**src/rtl/mtg_pkg.sv**
```systemverilog
package mtg_pkg;

    // Operation codes carried by the op field
    localparam logic [2:0] OP_TICK      = 3'd0;
    localparam logic [2:0] OP_RESTART   = 3'd1;
    localparam logic [2:0] OP_WAVE_NEXT = 3'd2;
    localparam logic [2:0] OP_WAVE_PREV = 3'd3;
    localparam logic [2:0] OP_LOAD      = 3'd4;

    // Configuration register indexes
    localparam logic [1:0] CFG_BEAT_TICKS     = 2'd0;
    localparam logic [1:0] CFG_WAVEFORM_TABLE = 2'd1;
    localparam logic [1:0] CFG_MELODY_POINTS  = 2'd2;

    localparam logic [15:0] BEAT_TICKS_RST     = 16'd1171;
    localparam logic [31:0] WAVEFORM_TABLE_RST = 32'd1975054336;
    localparam logic [5:0]  MELODY_POINTS_RST  = 6'd20;

    // Remainder unit: 7-bit dividend, one quotient bit per cycle
    localparam int DIV_STEPS = 7;

    typedef enum logic [2:0] {
        ST_IDLE,
        ST_EXEC,
        ST_DIV,
        ST_READ,
        ST_FETCH,
        ST_RESP
    } state_t;

    typedef struct packed {
        logic capture;
        logic tick_apply;
        logic misc_apply;
        logic div_start;
        logic div_step;
        logic mem_read;
        logic fetch_apply;
        logic mem_write;
        logic load_out;
    } cmd_t;

    typedef struct packed {
        logic op_tick;
        logic op_load;
        logic need_fetch;
        logic div_last;
        logic out_free;
    } status_t;

    // Timer period for each note nibble
    function automatic logic [7:0] divisions(input logic [3:0] nib);
        logic [7:0] d;
        case (nib)
            4'd0:    d = 8'd255;
            4'd1:    d = 8'd200;
            4'd2:    d = 8'd193;
            4'd3:    d = 8'd185;
            4'd4:    d = 8'd181;
            4'd5:    d = 8'd171;
            4'd6:    d = 8'd209;
            4'd7:    d = 8'd203;
            4'd8:    d = 8'd143;
            4'd9:    d = 8'd129;
            4'd10:   d = 8'd113;
            4'd11:   d = 8'd104;
            4'd12:   d = 8'd86;
            4'd13:   d = 8'd161;
            4'd14:   d = 8'd149;
            default: d = 8'd255;
        endcase
        return d;
    endfunction

    // Period divided by nine, one entry per nibble
    function automatic logic [7:0] step_of(input logic [3:0] nib);
        logic [7:0] s;
        case (nib)
            4'd0:    s = 8'd28;
            4'd1:    s = 8'd22;
            4'd2:    s = 8'd21;
            4'd3:    s = 8'd20;
            4'd4:    s = 8'd20;
            4'd5:    s = 8'd19;
            4'd6:    s = 8'd23;
            4'd7:    s = 8'd22;
            4'd8:    s = 8'd15;
            4'd9:    s = 8'd14;
            4'd10:   s = 8'd12;
            4'd11:   s = 8'd11;
            4'd12:   s = 8'd9;
            4'd13:   s = 8'd17;
            4'd14:   s = 8'd16;
            default: s = 8'd28;
        endcase
        return s;
    endfunction

endpackage

```
**src/rtl/mtg_divmod.sv**
```systemverilog
module mtg_divmod (
    input  logic       aclk,
    input  logic       aresetn,
    input  logic       start,
    input  logic       step,
    input  logic [6:0] dividend,
    input  logic [7:0] divisor,
    output logic [7:0] remainder,
    output logic       last
);

    logic [7:0] rem_reg, rem_next;
    logic [6:0] quo_reg, quo_next;
    logic [7:0] dsr_reg, dsr_next;
    logic [2:0] cnt_reg, cnt_next;
    logic [7:0] shifted;

    always_comb begin
        shifted  = {rem_reg[6:0], quo_reg[6]};
        rem_next = rem_reg;
        quo_next = quo_reg;
        dsr_next = dsr_reg;
        cnt_next = cnt_reg;
        if (start) begin
            rem_next = '0;
            quo_next = dividend;
            dsr_next = divisor;
            cnt_next = '0;
        end else if (step) begin
            // restoring step: remainder stays below divisor, so 8 bits hold the shift
            rem_next = (shifted >= dsr_reg) ? shifted - dsr_reg : shifted;
            quo_next = {quo_reg[5:0], 1'b0};
            cnt_next = cnt_reg + 3'd1;
        end
    end

    always_ff @(posedge aclk) begin
        if (!aresetn) begin
            cnt_reg <= '0;
        end else begin
            cnt_reg <= cnt_next;
        end
        rem_reg <= rem_next;
        quo_reg <= quo_next;
        dsr_reg <= dsr_next;
    end

    assign remainder = rem_reg;
    assign last      = (cnt_reg == 3'(mtg_pkg::DIV_STEPS - 1));

endmodule

```
**src/rtl/mtg_datapath.sv**
```systemverilog
module mtg_datapath #(
    parameter int MELODY_DEPTH = 32
) (
    input  logic             aclk,
    input  logic             aresetn,
    input  mtg_pkg::cmd_t    cmd,
    output mtg_pkg::status_t status,
    input  logic             cfg_we,
    input  logic [1:0]       cfg_index,
    input  logic [31:0]      cfg_wdata,
    input  logic [2:0]       s_op,
    input  logic [4:0]       s_load_address,
    input  logic [7:0]       s_load_data,
    output logic             m_valid,
    input  logic             m_ready,
    output logic             m_audio_level,
    output logic             m_note_fetched
);

    localparam int         AW      = $clog2(MELODY_DEPTH);
    localparam logic [7:0] DEPTH_W = 8'(MELODY_DEPTH);

    typedef logic [31:0][7:0] wrap_tab_t;

    // Store slot for every load address, wrapped into the melody depth
    function automatic wrap_tab_t build_wrap();
        wrap_tab_t t;
        for (int i = 0; i < 32; i++) begin
            t[i] = 8'(i % MELODY_DEPTH);
        end
        return t;
    endfunction

    localparam wrap_tab_t ADDR_WRAP = build_wrap();

    logic [15:0] beat_ticks_reg;
    logic [31:0] waveform_table_reg;
    logic [5:0]  melody_points_reg;

    logic [2:0] op_reg;
    logic [4:0] addr_reg;
    logic [7:0] data_reg;

    logic [7:0]  tick_counter_reg, tick_counter_next;
    logic [7:0]  period_reg, period_next;
    logic [7:0]  step_cmp_reg, step_cmp_next;
    logic [7:0]  step_size_reg, step_size_next;
    logic [7:0]  live_pat_reg, live_pat_next;
    logic        level_reg, level_next;
    logic [15:0] beat_acc_reg, beat_acc_next;
    logic [7:0]  note_index_reg, note_index_next;
    logic [1:0]  wave_sel_reg, wave_sel_next;
    logic [7:0]  note_pat_reg, note_pat_next;
    logic        fetched_reg, fetched_next;

    logic        m_valid_reg, m_valid_next;
    logic        m_level_reg;
    logic        m_fetched_reg;

    logic [7:0]  melody_mem [MELODY_DEPTH];
    logic [7:0]  rd_data_reg;
    logic [7:0]  wr_slot;

    logic [7:0]  cnt_tick;
    logic        step_hit, period_hit;
    logic [16:0] acc_sum;
    logic [15:0] acc_sat;
    logic        beat_ge;
    logic [7:0]  points_ext, count;
    logic [6:0]  div_dividend;
    logic [7:0]  div_divisor;
    logic [7:0]  remainder;
    logic        div_last;
    logic [3:0]  nib;
    logic [7:0]  new_pat;

    // Config writes
    always_ff @(posedge aclk) begin
        if (!aresetn) begin
            beat_ticks_reg     <= mtg_pkg::BEAT_TICKS_RST;
            waveform_table_reg <= mtg_pkg::WAVEFORM_TABLE_RST;
            melody_points_reg  <= mtg_pkg::MELODY_POINTS_RST;
        end else if (cfg_we) begin
            case (cfg_index)
                mtg_pkg::CFG_BEAT_TICKS:     beat_ticks_reg     <= cfg_wdata[15:0];
                mtg_pkg::CFG_WAVEFORM_TABLE: waveform_table_reg <= cfg_wdata;
                mtg_pkg::CFG_MELODY_POINTS:  melody_points_reg  <= cfg_wdata[5:0];
                default: ;
            endcase
        end
    end

    always_ff @(posedge aclk) begin
        if (cmd.capture) begin
            op_reg   <= s_op;
            addr_reg <= s_load_address;
            data_reg <= s_load_data;
        end
    end

    // Timer compare logic
    always_comb begin
        cnt_tick   = (tick_counter_reg == period_reg) ? 8'd0 : tick_counter_reg + 8'd1;
        step_hit   = (cnt_tick == step_cmp_reg);
        period_hit = (cnt_tick == period_reg);
        acc_sum    = {1'b0, beat_acc_reg} + {9'd0, period_reg};
        acc_sat    = acc_sum[16] ? 16'hFFFF : acc_sum[15:0];
        beat_ge    = (acc_sat >= beat_ticks_reg);
    end

    // Melody length clamp and remainder operands
    always_comb begin
        points_ext = {2'b00, melody_points_reg};
        if (points_ext == 8'd0) begin
            count = 8'd1;
        end else if (points_ext > DEPTH_W) begin
            count = DEPTH_W;
        end else begin
            count = points_ext;
        end
        div_dividend = note_index_reg[7:1];
        div_divisor  = count;
    end

    mtg_divmod u_divmod (
        .aclk      (aclk),
        .aresetn   (aresetn),
        .start     (cmd.div_start),
        .step      (cmd.div_step),
        .dividend  (div_dividend),
        .divisor   (div_divisor),
        .remainder (remainder),
        .last      (div_last)
    );

    assign wr_slot = ADDR_WRAP[addr_reg];

    always_ff @(posedge aclk) begin
        if (cmd.mem_write) begin
            melody_mem[wr_slot[AW-1:0]] <= data_reg;
        end
    end

    always_ff @(posedge aclk) begin
        if (cmd.mem_read) begin
            rd_data_reg <= melody_mem[remainder[AW-1:0]];
        end
    end

    always_comb begin
        nib     = note_index_reg[0] ? rd_data_reg[3:0] : rd_data_reg[7:4];
        new_pat = (nib != 4'd0) ? waveform_table_reg[{wave_sel_reg, 3'b000} +: 8] : 8'd0;
    end

    always_comb begin
        tick_counter_next = tick_counter_reg;
        period_next       = period_reg;
        step_cmp_next     = step_cmp_reg;
        step_size_next    = step_size_reg;
        live_pat_next     = live_pat_reg;
        level_next        = level_reg;
        beat_acc_next     = beat_acc_reg;
        note_index_next   = note_index_reg;
        wave_sel_next     = wave_sel_reg;
        note_pat_next     = note_pat_reg;
        fetched_next      = fetched_reg;

        if (cmd.capture) begin
            fetched_next = 1'b0;
        end

        if (cmd.tick_apply) begin
            tick_counter_next = cnt_tick;
            if (step_hit) begin
                level_next    = live_pat_reg[0];
                live_pat_next = {1'b0, live_pat_reg[7:1]};
                step_cmp_next = step_cmp_reg + step_size_reg;
            end
            if (period_hit) begin
                if (beat_ge) begin
                    // period restart waits for the new note
                    beat_acc_next = 16'd0;
                end else begin
                    beat_acc_next = acc_sat;
                    level_next    = 1'b0;
                    live_pat_next = note_pat_reg;
                    step_cmp_next = step_size_reg;
                end
            end
        end

        if (cmd.misc_apply) begin
            case (op_reg)
                mtg_pkg::OP_RESTART:   note_index_next = 8'd0;
                mtg_pkg::OP_WAVE_NEXT: wave_sel_next   = wave_sel_reg + 2'd1;
                mtg_pkg::OP_WAVE_PREV: wave_sel_next   = wave_sel_reg - 2'd1;
                default: ;
            endcase
        end

        if (cmd.fetch_apply) begin
            note_index_next = note_index_reg + 8'd1;
            period_next     = mtg_pkg::divisions(nib);
            step_size_next  = mtg_pkg::step_of(nib);
            note_pat_next   = new_pat;
            level_next      = 1'b0;
            live_pat_next   = new_pat;
            step_cmp_next   = mtg_pkg::step_of(nib);
            fetched_next    = 1'b1;
        end
    end

    always_ff @(posedge aclk) begin
        if (!aresetn) begin
            tick_counter_reg <= '0;
            period_reg       <= '0;
            step_cmp_reg     <= '0;
            step_size_reg    <= '0;
            live_pat_reg     <= '0;
            level_reg        <= 1'b0;
            beat_acc_reg     <= 16'hFFFF;
            note_index_reg   <= '0;
            wave_sel_reg     <= '0;
            note_pat_reg     <= '0;
            fetched_reg      <= 1'b0;
        end else begin
            tick_counter_reg <= tick_counter_next;
            period_reg       <= period_next;
            step_cmp_reg     <= step_cmp_next;
            step_size_reg    <= step_size_next;
            live_pat_reg     <= live_pat_next;
            level_reg        <= level_next;
            beat_acc_reg     <= beat_acc_next;
            note_index_reg   <= note_index_next;
            wave_sel_reg     <= wave_sel_next;
            note_pat_reg     <= note_pat_next;
            fetched_reg      <= fetched_next;
        end
    end

    // Result register; loads the post-item level and fetch flag
    always_comb begin
        if (cmd.load_out) begin
            m_valid_next = 1'b1;
        end else if (m_ready) begin
            m_valid_next = 1'b0;
        end else begin
            m_valid_next = m_valid_reg;
        end
    end

    always_ff @(posedge aclk) begin
        if (!aresetn) begin
            m_valid_reg <= 1'b0;
        end else begin
            m_valid_reg <= m_valid_next;
        end
        if (cmd.load_out) begin
            m_level_reg   <= level_next;
            m_fetched_reg <= fetched_next;
        end
    end

    assign m_valid        = m_valid_reg;
    assign m_audio_level  = m_level_reg;
    assign m_note_fetched = m_fetched_reg;

    always_comb begin
        status.op_tick    = (op_reg == mtg_pkg::OP_TICK);
        status.op_load    = (op_reg == mtg_pkg::OP_LOAD);
        status.need_fetch = period_hit && beat_ge;
        status.div_last   = div_last;
        status.out_free   = !m_valid_reg || m_ready;
    end

endmodule

```
**src/rtl/mtg_controller.sv**
```systemverilog
module mtg_controller (
    input  logic             aclk,
    input  logic             aresetn,
    input  logic             s_valid,
    output logic             s_ready,
    input  mtg_pkg::status_t status,
    output mtg_pkg::cmd_t    cmd
);

    mtg_pkg::state_t state_reg, state_next;

    always_ff @(posedge aclk) begin
        if (!aresetn) begin
            state_reg <= mtg_pkg::ST_IDLE;
        end else begin
            state_reg <= state_next;
        end
    end

    always_comb begin
        cmd        = '0;
        state_next = state_reg;
        s_ready    = 1'b0;
        case (state_reg)
            mtg_pkg::ST_IDLE: begin
                s_ready = 1'b1;
                if (s_valid) begin
                    cmd.capture = 1'b1;
                    state_next  = mtg_pkg::ST_EXEC;
                end
            end
            mtg_pkg::ST_EXEC: begin
                if (status.op_tick && status.need_fetch) begin
                    cmd.tick_apply = 1'b1;
                    cmd.div_start  = 1'b1;
                    state_next     = mtg_pkg::ST_DIV;
                end else begin
                    cmd.tick_apply = status.op_tick;
                    cmd.misc_apply = !status.op_tick;
                    cmd.mem_write  = status.op_load;
                    cmd.load_out   = status.out_free;
                    state_next     = status.out_free ? mtg_pkg::ST_IDLE : mtg_pkg::ST_RESP;
                end
            end
            mtg_pkg::ST_DIV: begin
                cmd.div_step = 1'b1;
                if (status.div_last) begin
                    state_next = mtg_pkg::ST_READ;
                end
            end
            mtg_pkg::ST_READ: begin
                cmd.mem_read = 1'b1;
                state_next   = mtg_pkg::ST_FETCH;
            end
            mtg_pkg::ST_FETCH: begin
                cmd.fetch_apply = 1'b1;
                cmd.load_out    = status.out_free;
                state_next      = status.out_free ? mtg_pkg::ST_IDLE : mtg_pkg::ST_RESP;
            end
            mtg_pkg::ST_RESP: begin
                // hold until the result register frees up
                if (status.out_free) begin
                    cmd.load_out = 1'b1;
                    state_next   = mtg_pkg::ST_IDLE;
                end
            end
            default: begin
                state_next = mtg_pkg::ST_IDLE;
            end
        endcase
    end

endmodule

```
**src/rtl/melody_tone_generator.sv**
```systemverilog
// One-bit melody player stepped by timer ticks: every tick op advances an 8-bit
// clear-on-compare counter, shifts the waveform pattern onto audio_level at step
// matches and, once the beat accumulator reaches beat_ticks, fetches the next
// melody nibble. A tick that does not fetch passes through accept and execute; a
// tick that fetches then runs the 7-step remainder unit that wraps the note
// position into the melody length, the registered melody memory read and a note
// apply state. A melody byte load and the other ops pass through accept and
// execute; the load address wraps into the store through a fixed lookup. The
// next beat is accepted while a result waits in the output register; the result
// is delivered one item at a time in order. Melody bytes read back undefined
// until loaded.
module melody_tone_generator #(
    parameter int MELODY_DEPTH = 32
) (
    input  logic        aclk,
    input  logic        aresetn,
    input  logic        cfg_we,
    input  logic [1:0]  cfg_index,
    input  logic [31:0] cfg_wdata,
    input  logic        s_valid,
    output logic        s_ready,
    input  logic [2:0]  s_op,
    input  logic [4:0]  s_load_address,
    input  logic [7:0]  s_load_data,
    output logic        m_valid,
    input  logic        m_ready,
    output logic        m_audio_level,
    output logic        m_note_fetched
);

    mtg_pkg::cmd_t    cmd;
    mtg_pkg::status_t status;

    mtg_controller u_ctrl (
        .aclk    (aclk),
        .aresetn (aresetn),
        .s_valid (s_valid),
        .s_ready (s_ready),
        .status  (status),
        .cmd     (cmd)
    );

    mtg_datapath #(
        .MELODY_DEPTH (MELODY_DEPTH)
    ) u_dp (
        .aclk           (aclk),
        .aresetn        (aresetn),
        .cmd            (cmd),
        .status         (status),
        .cfg_we         (cfg_we),
        .cfg_index      (cfg_index),
        .cfg_wdata      (cfg_wdata),
        .s_op           (s_op),
        .s_load_address (s_load_address),
        .s_load_data    (s_load_data),
        .m_valid        (m_valid),
        .m_ready        (m_ready),
        .m_audio_level  (m_audio_level),
        .m_note_fetched (m_note_fetched)
    );

    // a fetch restarts the period with the level low
    a_fetch_level_low : assert property (@(posedge aclk) disable iff (!aresetn)
        (m_valid && m_note_fetched) |-> !m_audio_level)
        else $error("note fetch result with audio level high");

    // never overwrite a result that has not been taken
    a_load_out_free : assert property (@(posedge aclk) disable iff (!aresetn)
        cmd.load_out |-> status.out_free)
        else $error("result register loaded while occupied");

    // note apply uses the memory data read the cycle before
    a_fetch_after_read : assert property (@(posedge aclk) disable iff (!aresetn)
        cmd.fetch_apply |-> $past(cmd.mem_read))
        else $error("note applied without a preceding memory read");

endmodule

```
**config.mk**
```make
export PLATFORM = sky130hd
export DESIGN_NAME = melody_tone_generator
export DESIGN_NICKNAME = d
export VERILOG_FILES = /design/src/rtl/mtg_pkg.sv /design/src/rtl/mtg_divmod.sv /design/src/rtl/mtg_datapath.sv /design/src/rtl/mtg_controller.sv /design/src/rtl/melody_tone_generator.sv
export SDC_FILE = /design/constraint.sdc
export NUM_CORES = 1
export LEC_CHECK = 0
export BUFFER_PORTS_ARGS = -buffer_cell sky130_fd_sc_hd__buf_2
export CAP_MARGIN = 10
export CORE_ASPECT_RATIO = 0.8
export CORE_MARGIN = 10
export CORE_UTILIZATION = 60
export CTS_BUF_LIST = sky130_fd_sc_hd__clkbuf_16
export CTS_CLUSTER_DIAMETER = 50
export CTS_CLUSTER_SIZE = 16
export DETAILED_ROUTE_END_ITERATION = 10
export GPL_TIMING_DRIVEN = 0
export PLACE_DENSITY_LB_ADDON = 0.08
export REMOVE_ABC_BUFFERS = 1
export SETUP_SLACK_MARGIN = 0.1
export SLEW_MARGIN = 20
export SYNTH_ARGS = -nofsm -noshare
export SYNTH_HDL_FRONTEND = slang
export SYNTH_SLANG_ARGS = --single-unit
```
**constraint.sdc**
```tcl
create_clock -name aclk -period 8.2 [get_ports aclk]
set_input_delay 2.05 -clock aclk [delete_from_list [all_inputs] [get_ports aclk]]
set_output_delay 2.05 -clock aclk [all_outputs]
set_load 0.02 [all_outputs]
```
== Word-level counts from Yosys, hierarchy flattened ==
Memory sizes are Yosys's and may differ from the RTL's. A register that Yosys moved wholly into a read port is not among the register bits.
Index checks and enable logic that the tools add are counted.
Widths: inputs -> output; s select.

* Order comparisons: 4
* Equal/unequal tests: 18
* Shifts and indexed selects: 1
* Reduce and logical (&&, ||, !) cells: 27
* Bitwise operators: 1
* Multiplexer cells: 56
* Add/subtract/negate cells: 8

{| class="wikitable"
|+ Operators by type and width
! cell !! number
|-
| $mux 8 || 15
|-
| $mux 16 || 2
|-
| $shiftx 32x6->8 || 1
|-
| $eq 8x8->1 || 3
|-
| $mux 1 || 22
|-
| $mux 7 || 3
|-
| $mux 3 || 6
|-
| $pmux 3 s6 || 1
|-
| $add 16x8->17 || 1
|-
| $add 8x1->8 const B || 2
|-
| $ge 16x16->1 || 1
|-
| $eq 3x2->1 const B || 4
|-
| $eq 3x3->1 const B || 4
|-
| $reduce_and 2->1 || 6
|-
| $reduce_bool 2->1 || 6
|-
| $mux 5 || 2
|-
| $add 8x8->8 || 1
|-
| $ge 8x6->1 || 1
|-
| $sub 7x6->7 || 1
|-
| $eq 3x1->1 const B || 2
|-
| $gt 6x6->1 const B || 1
|-
| $logic_not 3->1 || 2
|-
| $logic_not 6->1 || 1
|-
| $lt 5x6->1 const B || 1
|-
| 20 further kinds || 26
|}

* Bits in writable memories: 256
* Output and inout bits: 4
* Word-level logic and storage cells: 145
* ROM bits: 544
* Register bits after elaboration: 167
* Memories: 5

{| class="wikitable"
|+ Memories
! memory !! depth !! bits a word !! read ports !! clocked after Yosys merged registers in !! write ports !! RTL line !! source
|-
| (no name shown) || 32 || 8 || 1 || 1 || 0 || mtg_datapath.sv:136 || <nowiki>assign wr_slot = ADDR_WRAP[addr_reg];</nowiki>
|-
| u_dp.melody_mem || 32 || 8 || 1 || 1 || 1 || mtg_datapath.sv:60 || <nowiki>logic [7:0] melody_mem [MELODY_DEPTH];</nowiki>
|-
| (no name shown) || 16 || 8 || 1 || 1 || 0 || mtg_pkg.sv:54 || <nowiki>case (nib)</nowiki>
|-
| (no name shown) || 16 || 5 || 1 || 1 || 0 || mtg_pkg.sv:78 || <nowiki>case (nib)</nowiki>
|-
| (no name shown) || 16 || 5 || 1 || 0 || 0 || mtg_pkg.sv:78 ||
|}

== Longest topological paths before layout ==
* Depth after elaboration: 9
* Mapped depth: 20

== Hierarchy ==
From an unflattened synthesis, not the netlist that was laid out.

* Cell total of the unflattened synthesis: 1564
* Area total of the unflattened synthesis: 20362.0 µm²

{| class="wikitable"
|+ Modules (own cells, without submodules)
! module !! cells an instance !! area each (µm²) !! instances
|-
| mtg_datapath || 1388 || 18622.9 || 1
|-
| mtg_divmod || 141 || 1482.7 || 1
|-
| mtg_controller || 35 || 256.5 || 1
|}

== Worst setup path after synthesis ==
OpenSTA, ideal clock, no wires.

* Kind: reg2reg
* Start: register u_dp.period_reg[0]
* End: register u_dp.m_level_reg, in the netlist u_dp.m_audio_level, data pin
* Path slack: 3293 ps
* Arrival time: 4651 ps
* Path buffers: 2
* Stages on the path, launching flop included: 20
* Data required time: 7944 ps
* Cells stage by stage: dfxtp_1 > ha_1 > fa_1 > a21o_1 > a21o_1 > a311oi_1 > a21oi_1 > nand2b_1 > clkbuf_1 > nand2_1 > ha_1 > and4_1 > a2111oi_0 > o21ai_0 > a211oi_2 > o31a_1 > a21oi_1 > a21oi_1 > buf_2 > o21ai_1

* Cells in the longest elaborated chain, start to end: 9

{| class="wikitable"
|+ RTL lines
! element !! RTL line !! source
|-
| start, declared || mtg_datapath.sv:45 || <nowiki>logic [7:0] period_reg, period_next;</nowiki>
|-
| $add 16x8->17 / $eq 8x8->1 (equally long branches) || mtg_datapath.sv:106, mtg_datapath.sv:103 ||
|-
| $mux 16 / $mux 8 (equally long branches) || mtg_datapath.sv:107, mtg_datapath.sv:103 ||
|-
| $ge 16x16->1 / $eq 8x8->1 (equally long branches) || mtg_datapath.sv:108, mtg_datapath.sv:105 ||
|-
| $logic_and 1x1->1 || mtg_datapath.sv:271 || <nowiki>status.need_fetch = period_hit && beat_ge;</nowiki>
|-
| $logic_and 1x1->1 || mtg_controller.sv:33 || <nowiki>if (status.op_tick && status.need_fetch) begin</nowiki>
|-
| $mux 1 || mtg_controller.sv:33 ||
|-
| $mux 3 || mtg_controller.sv:24 || <nowiki>case (state_reg)</nowiki>
|-
| $mux 1 (*) || mtg_datapath.sv:172 || <nowiki>if (cmd.tick_apply) begin</nowiki>
|-
| $mux 1 (*) || mtg_datapath.sv:201 || <nowiki>if (cmd.fetch_apply) begin</nowiki>
|-
| via u_dp.level_next || mtg_datapath.sv:49 || <nowiki>logic level_reg, level_next;</nowiki>
|-
| end signal, assigned || mtg_datapath.sv:259 || <nowiki>m_level_reg <= level_next;</nowiki>
|-
| end, declared || mtg_datapath.sv:57 || <nowiki>logic m_level_reg;</nowiki>
|}

The timed path passes the listed nets; every way through them passes the cells marked *.
A chain may end at the register's enable or synchronous reset.

== Worst setup path after layout ==
Same ends and word-level chain as after synthesis.

==> run summary <==
largest net degree at the start of global routing = 89
placed cells = 1947
Slew @ Worst Pin = 1.074 ns
Combinational Power Share = 0.133
Critical Path Fanout Max = 15
P_int = 0.003663 W
die area = 40740 um2
dpl ws = 1.365 ns
setup_tns = 0 ns
Worst Path Arrival = 6.93 ns
Cell Chain, Critical Path = ha_1, fa_1, a21o_1, a21o_1, a311oi_1, a21oi_1, nand2b_1, nand2_1, ha_1, and4_1, a2111oi_0, o21ai_0, a211oi_4, o31a_1, a21oi_1, a21oi_1, o21ai_1
CP endpoint = u_dp.m_audio_level
total of max-cap violations = 0
Largest register FFs = 256
postcts setup bufs = 0
DP Wirelength = 29.34 mm
share of layout cells above drive strength 1 = 0.1712
Critical Path Source Type = register
area delta synth->final = 9.483%
sequential cell area fraction in the yosys report = 0.5945
period utilisation layout = 0.8144
DRC Markers = 0
unrepaired setup endpoints after global routing = false
Fillers = 2336
Reg2Reg Setup Slack = 1.52 ns
Clock power frac = 0.354
CP endpoint kind = register
asr flop ratio synth = 0
sw frac = 0.2512
VDD IR max = 188.5 uV
Yosys reg bits = 441
Slew HR = 0.2831
crit path launch = u_dp.period_reg[0]
num rows = 59
ranking of synthesized cells by area = edfxtp_1 45%, dfxtp_1 15%, mux4_2 10%, nand2_1 3.8%, ha_1 2.9%
slowest cell on the critical path = a21oi_1
initial DRC count = 1297
PnR worst setup slack = 1.522 ns
Antenna Violating Nets Remaining = 0
Worst Path Required = 8.46 ns
Lkg Pwr = 7.374 nW
Mapped Area = 19820 um2
final wirelength = 44.95 mm
power share of the sequential group = 0.513
YS warnings = 0
total clock sinks = 441
num ports = 59
Worst Hold Class = register to register
Vias = 12.70k
final setup fails = 0
status = completed
crit-path most repeated cell = a21oi_1
power per cell area = 225.5 nW/um2
clk_skew = 0.02948 ns
final max-slew violation count = 0
Max Buffers Root-to-Sink = 3
chip width = 223.2 um
Worst-Skew Late Latency = 0.56 ns
Post-synth EDFFs = 295
FF-to-FF Start = u_dp.period_reg[0]
fin cells = 2022
post-synthesis cell type count = 87
Num CTS Buffers = 39
Area after DPL = 20370 um2
root buffer cell = clkbuf_16
First-pass DRT Iterations = 5
leading area contributor after synthesis = edfxtp_1
post_cts resized = 0
Hold-fix buffers, CTS = 0
n_diodes = 0
Switch Pwr = 0.001229 W
reg2reg path depth = 17
Synth Flop Type = edfxtp_1
syn_area_per_cell = 12.78 um2
CTS tree = yes
WL/cell = 22.23 um
Hold Vio Cnt, Final = 0
Initial Util = 0.6087
Max Freq = 149.8 MHz
largest incremental delay on the critical path = 0.93 ns
antenna violations before repair = 1
Die H = 182.6 um
gpl congestion = 0.8702
Reg clk slew, reported paths = 0.07 ns
cells after synthesis = 1551
number of global-route vias before repair = 12.15k
capturing point of the worst reg2reg path = u_dp.m_audio_level
first-pass GRT wire length = 70.32 mm
final non-filler cell area = 21700 um2
share of Yosys cell area claimed by the top area cell type = 0.4470
Core Region = 32560 um2
Setup CP Type = register to register
vias per cell = 6.280
fin crit period = 6.678 ns
grt ovf = 0
Port Buffers = 58
nets = 1673
H-tree levels = 2
Total GRT Usage = 0.2193
-- layout make-up --
class / instances / area, um2 / share of cell area
tap: 427 / 534.3 / 0.02462
inverter: 44 / 170.2 / 0.007843
clock inverter: 27 / 173.9 / 0.008016
sequential: 441 / 11790 / 0.5434
timing repair buffer: 71 / 508.0 / 0.02341
clock buffer: 40 / 1001 / 0.04613
multi-input combinational: 972 / 7520 / 0.3466
-- metal layers --
metal	routed length (um)	vias up	track usage	part of all wire
met3	4001	50	0.05638	0.089
li1	-	5871	-	-
met1	21020	6313	0.3335	0.47
met2	19240	463	0.3089	0.43
met5	74	-	0.01361	0.0016
met4	618	2	0.04344	0.014
-- power groups by stage --
| stage | registers [W] | logic (W) | clock network [W] |
|---|---|---|---|
| 2_1_floorplan | 0.00257 | 0.000414 | 0 |
| 3_3_place_gp | 0.00263 | 0.000576 | 0 |
| 3_5_place_dp | 0.00258 | 0.000616 | 0 |
| 4_1_cts | 0.00253 | 0.000621 | 0.00176 |
| 5_1_grt | 0.00252 | 0.000702 | 0.00185 |
| 6_report | 0.00251 | 0.000653 | 0.00173 |
-- worst min path at each step --
| stage | startpoint | endpoint | slack (ns) | cells after the start |
|---|---|---|---|---|
| CTS | u_dp.note_pat_reg[7] | u_dp.note_pat_reg[7] | 0.46 | 2 |
| global route | u_dp.waveform_table_reg[18] | u_dp.waveform_table_reg[18] | 0.48 | 2 |
| global placement | u_dp.waveform_table_reg[11] | u_dp.waveform_table_reg[11] | 0.44 | 2 |
| floorplan | u_dp.waveform_table_reg[19] | u_dp.waveform_table_reg[19] | 0.43 | 2 |
| detailed placement | u_dp.waveform_table_reg[11] | u_dp.waveform_table_reg[11] | 0.45 | 2 |
| finish | u_dp.beat_ticks_reg[8] | u_dp.beat_ticks_reg[8] | 0.46 | 2 |
-- critical path, delay by kind of cell, from the launching register on --
family	cells	cell delay, ns
adder cells (fa/ha/maj)	3	0.99
AND/OR/NAND/NOR	3	0.81
flip-flops	1	0.37
AO/OA/AOI/OAI	11	4.19
-- synthesized netlist by cell type, types with 13 or more instances --
cell type,count
inv_1,43
dfxtp_1,146
nand2_1,198
a21o_1,14
nor2_1,115
o22ai_1,13
mux4_2,88
ha_1,46
xnor2_1,20
mux2_2,23
nor2b_1,14
nand3_1,38
nor4_1,13
a21oi_1,94
o21ai_0,36
o211ai_1,19
nor3_1,24
buf_1,13
edfxtp_1,295
a211oi_1,14
and2_1,18
clkbuf_1,67
-- layout by cell type, fill, tap and decap left out, types with 11 or more instances in the layout --
master     netlist  final
inv_1           43     54
a21oi_1         94     94
nand3_1         38     38
a211oi_1        14     14
mux2_2          23     23
a21o_1          14     14
mux4_2          88     88
o21ai_0         36     36
ha_1            46     46
edfxtp_1       295    295
and2_1          18     17
nor3_1          24     24
nand2b_1        11     11
nor2b_1         14     14
buf_2           12     58
nand3b_1        11     11
xnor2_1         20     20
nor2_1         115    115
nor4_1          13     12
nand4_1         11     11
clkbuf_16        0     40
xor2_1          11     11
o211ai_1        19     19
dfxtp_1        146    143
o22ai_1         13     13
nand2_1        198    197
-- cells by family after synthesis --
kind of cell | after synthesis | synth area share
multiplexers | 123 | 0.1191
XOR/XNOR | 34 | 0.01648
AO/OA/AOI/OAI | 270 | 0.09205
flip-flops | 441 | 0.5945
adder cells (fa/ha/maj) | 49 | 0.03207
AND/OR/NAND/NOR | 496 | 0.1181
buffers and inverters | 138 | 0.02765
-- metrics by stage --
step                hold WS (ns)  power (W)    util
detailed placement        0.4468   0.003198  0.6259
global placement          0.4393   0.003202  0.6223
finish                    0.4565   0.004893  0.6665
floorplan                 0.4330   0.002986       -
CTS                       0.4550   0.004914  0.6619
global route              0.4777   0.005071  0.6665
No activity file was read; power rests on OpenSTA's default activity.
